File: src/rtl/msp_seg_pkg.sv
`timescale 1ns / 1ps
// ----------------------------------------------------------------------------
// msp_seg_pkg
// shared types and constants of the serial frame segmenter
// ----------------------------------------------------------------------------
package msp_seg_pkg;

    // frame delimiters
    localparam logic [7:0] CH_START = 8'h24;   // '$'
    localparam logic [7:0] CH_V1    = 8'h4D;   // 'M'
    localparam logic [7:0] CH_V2    = 8'h58;   // 'X'

    // header positions
    localparam logic [2:0] POS_FIRST_HDR = 3'd2;
    localparam logic [2:0] POS_V1_SIZE   = 3'd3;
    localparam logic [2:0] POS_V2_SIZE_L = 3'd6;
    localparam logic [2:0] POS_V2_SIZE_H = 3'd7;

    // packet length register
    localparam logic [7:0] PKT_LEN_RESET = 8'd251;
    localparam logic [8:0] PKT_LEN_ZERO  = 9'd256;

    // result queue depth default
    localparam int OUT_DEPTH_DEF = 4;

    typedef enum logic [1:0] {
        PH_HUNT   = 2'd0,
        PH_KIND   = 2'd1,
        PH_HEADER = 2'd2,
        PH_BODY   = 2'd3
    } t_phase;

    typedef struct packed {
        logic [7:0] tx_byte;
        logic       packet_end;
        logic       frame_end;
        logic       frame_kind;
        logic       run_last;
    } t_result;

    // results produced by one accepted byte
    typedef struct packed {
        logic [1:0] num;
        t_result    r0;
        t_result    r1;
    } t_push;

    typedef struct packed {
        logic       pend;
        logic [7:0] cnt;
    } t_put;

endpackage

File: src/rtl/msp_seg_core.sv
`timescale 1ns / 1ps
// ----------------------------------------------------------------------------
// msp_seg_core
// frame state machine and packet boundary marking, one byte per request
// ----------------------------------------------------------------------------
module msp_seg_core
    import msp_seg_pkg::*;
(
    input  logic       i_clk,
    input  logic       i_rst_n,
    input  logic       i_accept,
    input  logic [7:0] i_rx_byte,
    input  logic       i_cfg_we,
    input  logic [7:0] i_cfg_wdata,
    output t_push      o_push
);

    t_phase      r_phase, n_phase;
    logic        r_kind, n_kind;
    logic [2:0]  r_hdr, n_hdr;
    logic [7:0]  r_size_low, n_size_low;
    logic [16:0] r_left, n_left;
    logic [7:0]  r_pkt, n_pkt;
    logic [7:0]  r_pkt_max;

    logic [8:0]  limit;
    logic [16:0] left_dec;
    logic        fend;
    t_put        put_a, put_b;

    function automatic t_put f_put(input logic [7:0] pc, input logic [8:0] lim,
                                   input logic fe);
        t_put       res;
        logic [8:0] cnt;
        cnt      = {1'b0, pc} + 9'd1;
        res.pend = (cnt >= lim) || fe;
        res.cnt  = res.pend ? 8'd0 : cnt[7:0];
        return res;
    endfunction

    assign limit    = (r_pkt_max == 8'd0) ? PKT_LEN_ZERO : {1'b0, r_pkt_max};
    assign left_dec = (r_left != 17'd0) ? r_left - 17'd1 : r_left;

    always_ff @(posedge i_clk) begin
        if (!i_rst_n) begin
            r_pkt_max <= PKT_LEN_RESET;
        end else if (i_cfg_we) begin
            r_pkt_max <= i_cfg_wdata;
        end
    end

    always_ff @(posedge i_clk) begin
        if (!i_rst_n) begin
            r_phase    <= PH_HUNT;
            r_kind     <= 1'b0;
            r_hdr      <= 3'd0;
            r_size_low <= 8'd0;
            r_left     <= 17'd0;
            r_pkt      <= 8'd0;
        end else begin
            r_phase    <= n_phase;
            r_kind     <= n_kind;
            r_hdr      <= n_hdr;
            r_size_low <= n_size_low;
            r_left     <= n_left;
            r_pkt      <= n_pkt;
        end
    end

    always_comb begin
        n_phase    = r_phase;
        n_kind     = r_kind;
        n_hdr      = r_hdr;
        n_size_low = r_size_low;
        n_left     = r_left;
        n_pkt      = r_pkt;
        o_push     = '0;
        fend       = 1'b0;
        put_a      = f_put(r_pkt, limit, 1'b0);
        put_b      = f_put(put_a.cnt, limit, 1'b0);
        if (i_accept) begin
            case (r_phase)
                PH_HUNT: begin
                    if (i_rx_byte == CH_START) n_phase = PH_KIND;
                end
                PH_KIND: begin
                    if (i_rx_byte == CH_V1 || i_rx_byte == CH_V2) begin
                        // new packet starts with the '$'
                        n_kind = (i_rx_byte == CH_V2);
                        put_a  = f_put(8'd0, limit, 1'b0);
                        put_b  = f_put(put_a.cnt, limit, 1'b0);
                        o_push.num = 2'd2;
                        o_push.r0  = '{CH_START, put_a.pend, 1'b0, n_kind, 1'b0};
                        o_push.r1  = '{i_rx_byte, put_b.pend, 1'b0, n_kind, 1'b1};
                        n_pkt   = put_b.cnt;
                        n_hdr   = POS_FIRST_HDR;
                        n_phase = PH_HEADER;
                    end else begin
                        n_phase = PH_HUNT;
                    end
                end
                PH_HEADER: begin
                    o_push.num = 2'd1;
                    o_push.r0  = '{i_rx_byte, put_a.pend, 1'b0, r_kind, 1'b1};
                    n_pkt      = put_a.cnt;
                    if (!r_kind) begin
                        if (r_hdr == POS_V1_SIZE) begin
                            n_left  = {9'd0, i_rx_byte} + 17'd2;
                            n_phase = PH_BODY;
                        end else begin
                            n_hdr = r_hdr + 3'd1;
                        end
                    end else begin
                        if (r_hdr == POS_V2_SIZE_L) n_size_low = i_rx_byte;
                        if (r_hdr == POS_V2_SIZE_H) begin
                            n_left  = {1'b0, i_rx_byte, r_size_low} + 17'd1;
                            n_phase = PH_BODY;
                        end else begin
                            n_hdr = r_hdr + 3'd1;
                        end
                    end
                end
                PH_BODY: begin
                    fend       = (left_dec == 17'd0);
                    put_a      = f_put(r_pkt, limit, fend);
                    o_push.num = 2'd1;
                    o_push.r0  = '{i_rx_byte, put_a.pend, fend, r_kind, 1'b1};
                    n_pkt      = put_a.cnt;
                    n_left     = left_dec;
                    if (fend) n_phase = PH_HUNT;
                end
                default: begin
                    n_phase = PH_HUNT;
                end
            endcase
        end
    end

endmodule

File: src/rtl/msp_seg_outq.sv
`timescale 1ns / 1ps
// ----------------------------------------------------------------------------
// msp_seg_outq
// small result queue, takes up to two results a cycle and gives one while i_ready is high
// ----------------------------------------------------------------------------
module msp_seg_outq
    import msp_seg_pkg::*;
#(
    parameter int DEPTH = OUT_DEPTH_DEF
) (
    input  logic    i_clk,
    input  logic    i_rst_n,
    input  t_push   i_push,
    output logic    o_space,
    output logic    o_valid,
    input  logic    i_ready,
    output t_result o_result
);

    localparam int PW = (DEPTH > 1) ? $clog2(DEPTH) : 1;
    localparam int CW = $clog2(DEPTH + 1);
    localparam logic [CW-1:0] SPACE_LIM = CW'(DEPTH - 2);

    t_result         r_mem [DEPTH];
    logic [PW-1:0]   r_wr, n_wr;
    logic [PW-1:0]   r_rd, n_rd;
    logic [CW-1:0]   r_count, n_count;
    logic [PW-1:0]   wr_nxt;
    logic            pop;

    function automatic logic [PW-1:0] f_inc(input logic [PW-1:0] p);
        return (p == PW'(DEPTH - 1)) ? '0 : p + 1'b1;
    endfunction

    assign wr_nxt   = f_inc(r_wr);
    assign o_valid  = (r_count != '0);
    assign o_space  = (r_count <= SPACE_LIM);
    assign o_result = r_mem[r_rd];
    assign pop      = o_valid && i_ready;

    always_ff @(posedge i_clk) begin
        if (i_push.num != 2'd0) r_mem[r_wr] <= i_push.r0;
        if (i_push.num == 2'd2) r_mem[wr_nxt] <= i_push.r1;
    end

    always_comb begin
        n_rd    = pop ? f_inc(r_rd) : r_rd;
        n_count = r_count + CW'(i_push.num) - CW'(pop);
        case (i_push.num)
            2'd1:    n_wr = wr_nxt;
            2'd2:    n_wr = f_inc(wr_nxt);
            default: n_wr = r_wr;
        endcase
    end

    always_ff @(posedge i_clk) begin
        if (!i_rst_n) begin
            r_wr    <= '0;
            r_rd    <= '0;
            r_count <= '0;
        end else begin
            r_wr    <= n_wr;
            r_rd    <= n_rd;
            r_count <= n_count;
        end
    end

endmodule

File: src/rtl/msp_frame_segmenter.sv
`timescale 1ns / 1ps
// ----------------------------------------------------------------------------
// msp_frame_segmenter
// serial byte stream to frame bytes with radio packet boundaries
// ----------------------------------------------------------------------------
// usage
//   rx channel: one serial byte per request (i_rx_valid / o_rx_ready)
//   tx channel: one frame byte per request with packet_end, frame_end,
//     frame_kind and run_last flags (o_tx_valid / i_tx_ready)
//   cfg: i_cfg_we writes i_cfg_wdata into the packet length register,
//     zero means 256 bytes per packet
//   order: the results of an accepted byte are registered in the result queue
//   throughput: one rx byte per cycle while the result queue has two free
//     slots; the tx side gives one result per cycle while i_tx_ready is high,
//     so a kind byte, which makes two results, needs two tx transfers; the
//     drain of the queue sets the sustained rate
//   reset: queue emptied, framer hunting for '$', packet length 251
//   stall: results wait in the queue of OUT_DEPTH entries; rx ready drops
//     when fewer than two slots are free and returns once the receiver drains
// ----------------------------------------------------------------------------
module msp_frame_segmenter
    import msp_seg_pkg::*;
#(
    parameter int OUT_DEPTH = OUT_DEPTH_DEF   // at least 2
) (
    input  logic       i_clk,
    input  logic       i_rst_n,
    // serial side
    input  logic       i_rx_valid,
    output logic       o_rx_ready,
    input  logic [7:0] i_rx_byte,
    // radio side
    output logic       o_tx_valid,
    input  logic       i_tx_ready,
    output logic [7:0] o_tx_byte,
    output logic       o_packet_end,
    output logic       o_frame_end,
    output logic       o_frame_kind,
    output logic       o_run_last,
    // packet length register
    input  logic       i_cfg_we,
    input  logic [7:0] i_cfg_wdata
);

    t_push   push;
    t_result result;
    logic    space;
    logic    accept;

    // an rx request is taken only when both results of a kind byte fit
    assign o_rx_ready = space;
    assign accept     = i_rx_valid && space;

    // framer: state update and results of the accepted byte in the same cycle
    msp_seg_core u_core (
        .i_clk       (i_clk),
        .i_rst_n     (i_rst_n),
        .i_accept    (accept),
        .i_rx_byte   (i_rx_byte),
        .i_cfg_we    (i_cfg_we),
        .i_cfg_wdata (i_cfg_wdata),
        .o_push      (push)
    );

    // result queue parts the rx side from tx stalls
    msp_seg_outq #(
        .DEPTH (OUT_DEPTH)
    ) u_outq (
        .i_clk    (i_clk),
        .i_rst_n  (i_rst_n),
        .i_push   (push),
        .o_space  (space),
        .o_valid  (o_tx_valid),
        .i_ready  (i_tx_ready),
        .o_result (result)
    );

    assign o_tx_byte    = result.tx_byte;
    assign o_packet_end = result.packet_end;
    assign o_frame_end  = result.frame_end;
    assign o_frame_kind = result.frame_kind;
    assign o_run_last   = result.run_last;

endmodule

File: config.mk
export PLATFORM = sky130hd
export DESIGN_NAME = msp_frame_segmenter
export DESIGN_NICKNAME = d
export VERILOG_FILES = /design/src/rtl/msp_seg_pkg.sv /design/src/rtl/msp_seg_core.sv /design/src/rtl/msp_seg_outq.sv /design/src/rtl/msp_frame_segmenter.sv
export SDC_FILE = /design/constraint.sdc
export NUM_CORES = 1
export LEC_CHECK = 0
export ABC_CLOCK_PERIOD_IN_PS = 3400
export BUFFER_PORTS_ARGS = -buffer_cell sky130_fd_sc_hd__buf_2
export CAP_MARGIN = 10
export CORE_MARGIN = 2
export CORE_UTILIZATION = 51
export DETAILED_ROUTE_END_ITERATION = 12
export GPL_TIMING_DRIVEN = 0
export PLACE_DENSITY = 0.68
export SLEW_MARGIN = 25
export SYNTH_ARGS = -nofsm -noshare
export SYNTH_HDL_FRONTEND = slang
export SYNTH_SLANG_ARGS = --single-unit
File: constraint.sdc
create_clock -name i_clk -period 3.4 [get_ports i_clk]
set_input_delay 0.17 -clock i_clk [delete_from_list [all_inputs] [get_ports i_clk]]
set_output_delay 0.17 -clock i_clk [all_outputs]
set_load 0.005 [all_outputs]
Yosys cells after proc, flatten, opt, wreduce, memory -nomap -nowiden --
Memory sizes are Yosys's and may differ from the RTL's. A register that Yosys moved wholly into a read port is not among the register bits. Index checks and enable logic that the tools add are counted.
Storage, ports and cells: register bits 54, bits in writable memories 48, input bits 21, output and inout port bits 14, memories kept 1
Cells by class: add/sub/neg operators 11, magnitude comparators 4, eq/ne operators 21, multiplexer cells 38, reduce and logical (&&, ||, !) cells 20
Memory list:
- u_outq.r_mem | depth 4, bits a word 12, rd ports 1, clocked after memory_dff 1, wr ports 2, line msp_seg_outq.sv:24 | t_result r_mem [DEPTH];
Operators with widths (count):
- 17-bit two-way mux | 4
- 26-bit two-way mux | 2
- 14-bit one-hot mux with 3 select lines | 1
- 17-bit one-hot mux with 2 select lines | 1
- 8-bit two-way mux | 4
- 8-bit one-hot mux with 3 select lines | 1
- 2-bit two-way mux | 11
- 8-bit by 1-bit adder with 9-bit output, second input constant | 2
- 9-bit greater-or-equal comparator | 2
- 16-bit by 1-bit adder with 17-bit output, second input constant | 1
- 17-bit logical NOT | 1
- 17-bit nonzero test | 1
- 17-bit by 1-bit subtractor with 17-bit output, second input constant | 1
- 8-bit by 7-bit equality test with 1-bit output, second input constant | 2
- 2-bit equality test, second input constant | 6
- 12-bit two-way mux | 1
- 3-bit two-way mux | 4
- 5-bit AND reduction | 2
- 8-bit by 2-bit adder with 9-bit output, second input constant | 1
- 1-bit by 9-bit greater-or-equal comparator with 1-bit output, first input constant | 1
- 9-bit two-way mux | 1
- 8-bit by 6-bit equality test with 1-bit output, second input constant | 1
- 8-bit logical NOT | 1
- 2-bit one-hot mux with 4 select lines | 1
- other kinds (22) | 41

Depth between registers and ports, before layout --
depth in word-level cells 12, gate-level depth with buffers 13, gate-level depth less buffers 12

Hierarchy --
A second synthesis with hierarchy kept.
Unflattened totals: cell total of the unflattened synthesis 686, area, all modules 6911.6 µm²
Modules (own cells, without submodules):
- msp_seg_core | instances 1, cells an instance 500, area each 3804.9 µm², sequential area each 940.9 µm²
- msp_seg_outq | instances 1, cells an instance 185, area each 3100.5 µm², sequential area each 1621.6 µm²
- msp_frame_segmenter | instances 1, cells an instance 1, area each 6.3 µm², sequential area each 0.0 µm²

Worst setup path after synthesis --
OpenSTA, ideal clock, no wires.
kind input to register, start point input port i_rx_byte[2], end point memory u_outq.r_mem[2][1] (netlist bit), data pin, arrival 2.596 ns, setup slack 0.650 ns, stages on the path 11, path buffers 3, cells stage by stage clkbuf_1 -> nor2b_1 -> nand2_1 -> a21o_1 -> or3_1 -> clkbuf_1 -> inv_1 -> ha_1 -> clkbuf_1 -> a21o_1 -> a21boi_0
RTL lines:
- from (decl) | line msp_frame_segmenter.sv:31 | input logic [7:0] i_rx_byte,
- to (decl) | line msp_seg_outq.sv:24

==> impl_metrics.tcl <==
set metrics [dict create \
    status "finished clean" \
    final_cycle_share_pct 95.1 \
    ys_async_sr_fraction_pct 0 \
    detailed_route_drc_error_count 0 \
    place.gp.congestion 0.952 \
    crit_arrival_ns 3.42 \
    floorplan.die.height_um 116 \
    synth.yosys.warnings 0 \
    post_cts_setup_driven_buffer_insertion_count 0 \
    wire_length_of_the_first_global_routing_pass_um 26200 \
    yosys.cell_types.count 61 \
    total_leakage_power_nw 2.55 \
    cts_inserted_buffers 9 \
    timing_worst_setup_path_type "reg2reg" \
    endpoint_kind "register" \
    worst_setup_path_start_kind "register" \
    synth_top_area_cell "sky130_fd_sc_hd__edfxtp_1" \
    count_of_state_elements_after_synthesis 104 \
    core_area_um2 12100 \
    clock_tree.buffer_depth 2 \
    synth.most_common_cell "sky130_fd_sc_hd__nand2_1" \
    crit_path_max_fanout 9 \
    antenna_found_initial 0 \
    wl_um 16100 \
    cts_num_sinks 104 \
    layout.nets 799 \
    min_period_ns 3.23 \
    worstMarginPinSlew_ns 0.874 \
    floorplan.rows 40 \
    rsz_0062_raised_after_global_routing "false" \
    number_of_buffers_added_to_fix_hold_violations_after_cts 0 \
    die-area_um2 13400 \
    synth_top_area_share_pct 20.8 \
    vias_in_the_first_global_route 5147 \
    whs_path_depth 3 \
    slew-limit-headroom_pct 41.7 \
    slew_violations 0 \
    globalRouteTotalUtil_pct 25.2 \
    fin_hold_viols 0 \
    num_io_pins 35 \
    maxCapViolCount 0 \
    floorplan.initialDensity_pct 52.5 \
    viasPerCell 5.88 \
    highest_clock_rate_mhz 309 \
    yosys-top-cells-count "sky130_fd_sc_hd__nand2_1 (71), sky130_fd_sc_hd__nor2_1 (70), sky130_fd_sc_hd__dfxtp_1 (60)" \
    grt_start_max_net_pins 18 \
    grt-ovfl-total 0 \
    critical_path_required_ns 3.58 \
    tritoncts "built" \
    first_pass_iters 8 \
    fin_worst_skew_ns 0.00736 \
    worst_reg_to_reg_cells 10 \
    yosysSeqAreaShare_pct 39.6 \
    syn_inst 702 \
    clkTransAtPathRegs_ns 0.07 \
    yosys_most_used_dff "sky130_fd_sc_hd__dfxtp_1" \
    finish.utilization_pct 58.8 \
    layout_overhead_on_the_synthesized_area_pct 11.9 \
    insertion_delay_ns 0.36 \
    netlist_top_cells_area "sky130_fd_sc_hd__edfxtp_1 (21%), sky130_fd_sc_hd__dfxtp_1 (19%), sky130_fd_sc_hd__ha_1 (6.7%)" \
    syn-num-nets 758 \
    instances_no_fill 916 \
    cts.htree.levels 3 \
    syn-mean-instance-area_um2 9.06 \
    number_of_flops_mapped_to_enable_cells_by_yosys 44 \
    finalSetupViolCount 0 \
    num_vias 5389 \
    dp.cells 900 \
    dpl.hpwl_um 11500 \
    final_layout_size_suffix_gt1_share_pct 12.2 \
    x_dimension_of_the_die_um 116 \
    maximum_resistive_drop_on_vdd_v 0.000217 \
    pwr_density_cell_nw_per_um2 412 \
    clockRootBuffer "sky130_fd_sc_hd__clkbuf_16" \
    n_antenna_cell 0 \
    drt-wirelength-per-cell_um 17.6 \
    i_o_buffers 30 \
    synth_area_um2 6360 \
    hp-class "in2reg" \
    antenna_violating_nets_post_route 0 \
    number_of_violations_reported_at_the_end_of_detailed_routing_iteration_0 329 \
]
-- power breakdown --
group	total [mW]	leakage, nW	switching (mW)	internal, mW
clock	1.14	0.159	0.490	0.647
combinational	0.444	1.55	0.224	0.220
sequential	1.36	0.841	0.0300	1.33
total	2.94	2.55	0.744	2.19
-- metrics by stage --
stage	hold WS, ns	area, um^2	TNS, ns	total power [mW]	setup slack, ns
6_report	0.0210	7120	0	2.94	0.166
5_1_grt	0.0407	7120	0	3.07	0.0115
4_1_cts	0.0211	7050	0	2.95	0.0178
3_5_place_dp	0.387	6720	-11.69	1.83	-0.256
3_3_place_gp	0.382	6720	-6.97	1.82	-0.169
2_1_floorplan	0.298	6360	0	1.69	0.650
-- cell type report --
class / instances / area (um^2)
clock buffers: 9 / 225
clock inverters: 7 / 96.3
multi-input cells: 529 / 3640
fillers: 1083 / 4990
inverters: 30 / 113
flip-flops and latches: 104 / 2520
repair buffers: 30 / 150
well taps: 168 / 210
plain buffers: 39 / 161
-- worst paths after layout --
kind | start | to | slack [ns]
worst max-delay path | u_core.r_left[0] | u_outq.r_mem[0][3] | 0.17
worst min-delay path | i_cfg_wdata[3] | u_core.r_pkt_max[3] | 0.02
worst max register to register | u_core.r_left[0] | u_outq.r_mem[0][3] | 0.17
worst min register to register | u_core.r_hdr[0] | u_core.r_hdr[0] | 0.49
-- cell families (layout without fill, tap and decap cells) --
family,count (synthesis),after routing,share of synthesized area (%)
AOI/OAI and AO/OA,156,156,16.1
adders and majority gates,35,35,7.00
xor gates and xnor gates,24,24,3.30
buffers and inverters,69,115,4.25
muxes,25,25,6.31
and+or+nand+nor,289,289,23.4
DFF,104,104,39.6
-- critical path, cell delays in order, from the launching register on --
cell and delay [ns]:
sky130_fd_sc_hd__dfxtp_1 0.37, sky130_fd_sc_hd__inv_1 0.15, sky130_fd_sc_hd__ha_1 0.27, sky130_fd_sc_hd__or3b_1 0.45, sky130_fd_sc_hd__or3_1 0.36, sky130_fd_sc_hd__o21ai_0 0.21
sky130_fd_sc_hd__nand4_2 0.19, sky130_fd_sc_hd__nor4_4 0.39, sky130_fd_sc_hd__a31oi_4 0.22, sky130_fd_sc_hd__o21ai_2 0.27, sky130_fd_sc_hd__o2bb2ai_1 0.18
-- metal layers --
layer  vias to the layer above  routed length (um)  track usage [%]
met5                         -                   0                0
met1                      2562                7260             33.4
met3                        22                 787             3.61
met4                         0                 285             9.44
met2                       164                7750             42.0
li1                       2641                   -                -
-- flip-flops by register name, summed over array words and instances, names as in the netlist, named ones only --
name,flops
u_core.r_hdr,3
u_core.r_kind,1
u_core.r_left,17
u_core.r_phase,1
u_core.r_pkt,8
u_core.r_pkt_max,8
u_core.r_size_low,8
u_outq.r_count,3
u_outq.r_mem,48
u_outq.r_rd,2
u_outq.r_wr,2
-- placed cells by master (no fill, tap or decap), types with 16 or more instances in the layout --
cell type / n
sky130_fd_sc_hd__nand2_1: 71
sky130_fd_sc_hd__nor2_1: 70
sky130_fd_sc_hd__dfxtp_1: 60
sky130_fd_sc_hd__a21oi_1: 44
sky130_fd_sc_hd__edfxtp_1: 44
sky130_fd_sc_hd__ha_1: 34
sky130_fd_sc_hd__buf_2: 33
sky130_fd_sc_hd__clkbuf_1: 30
sky130_fd_sc_hd__and2_1: 29
sky130_fd_sc_hd__o21ai_0: 29
sky130_fd_sc_hd__inv_1: 28
sky130_fd_sc_hd__nand3_1: 25
sky130_fd_sc_hd__nor3_1: 17
sky130_fd_sc_hd__or3_1: 16
-- repair_timing --
action                                  CTS  global route
pin swaps                                 0             0
resized for setup                         2            18
endpoints found under the setup margin    8            95
No activity file was read; power rests on OpenSTA's default activity.
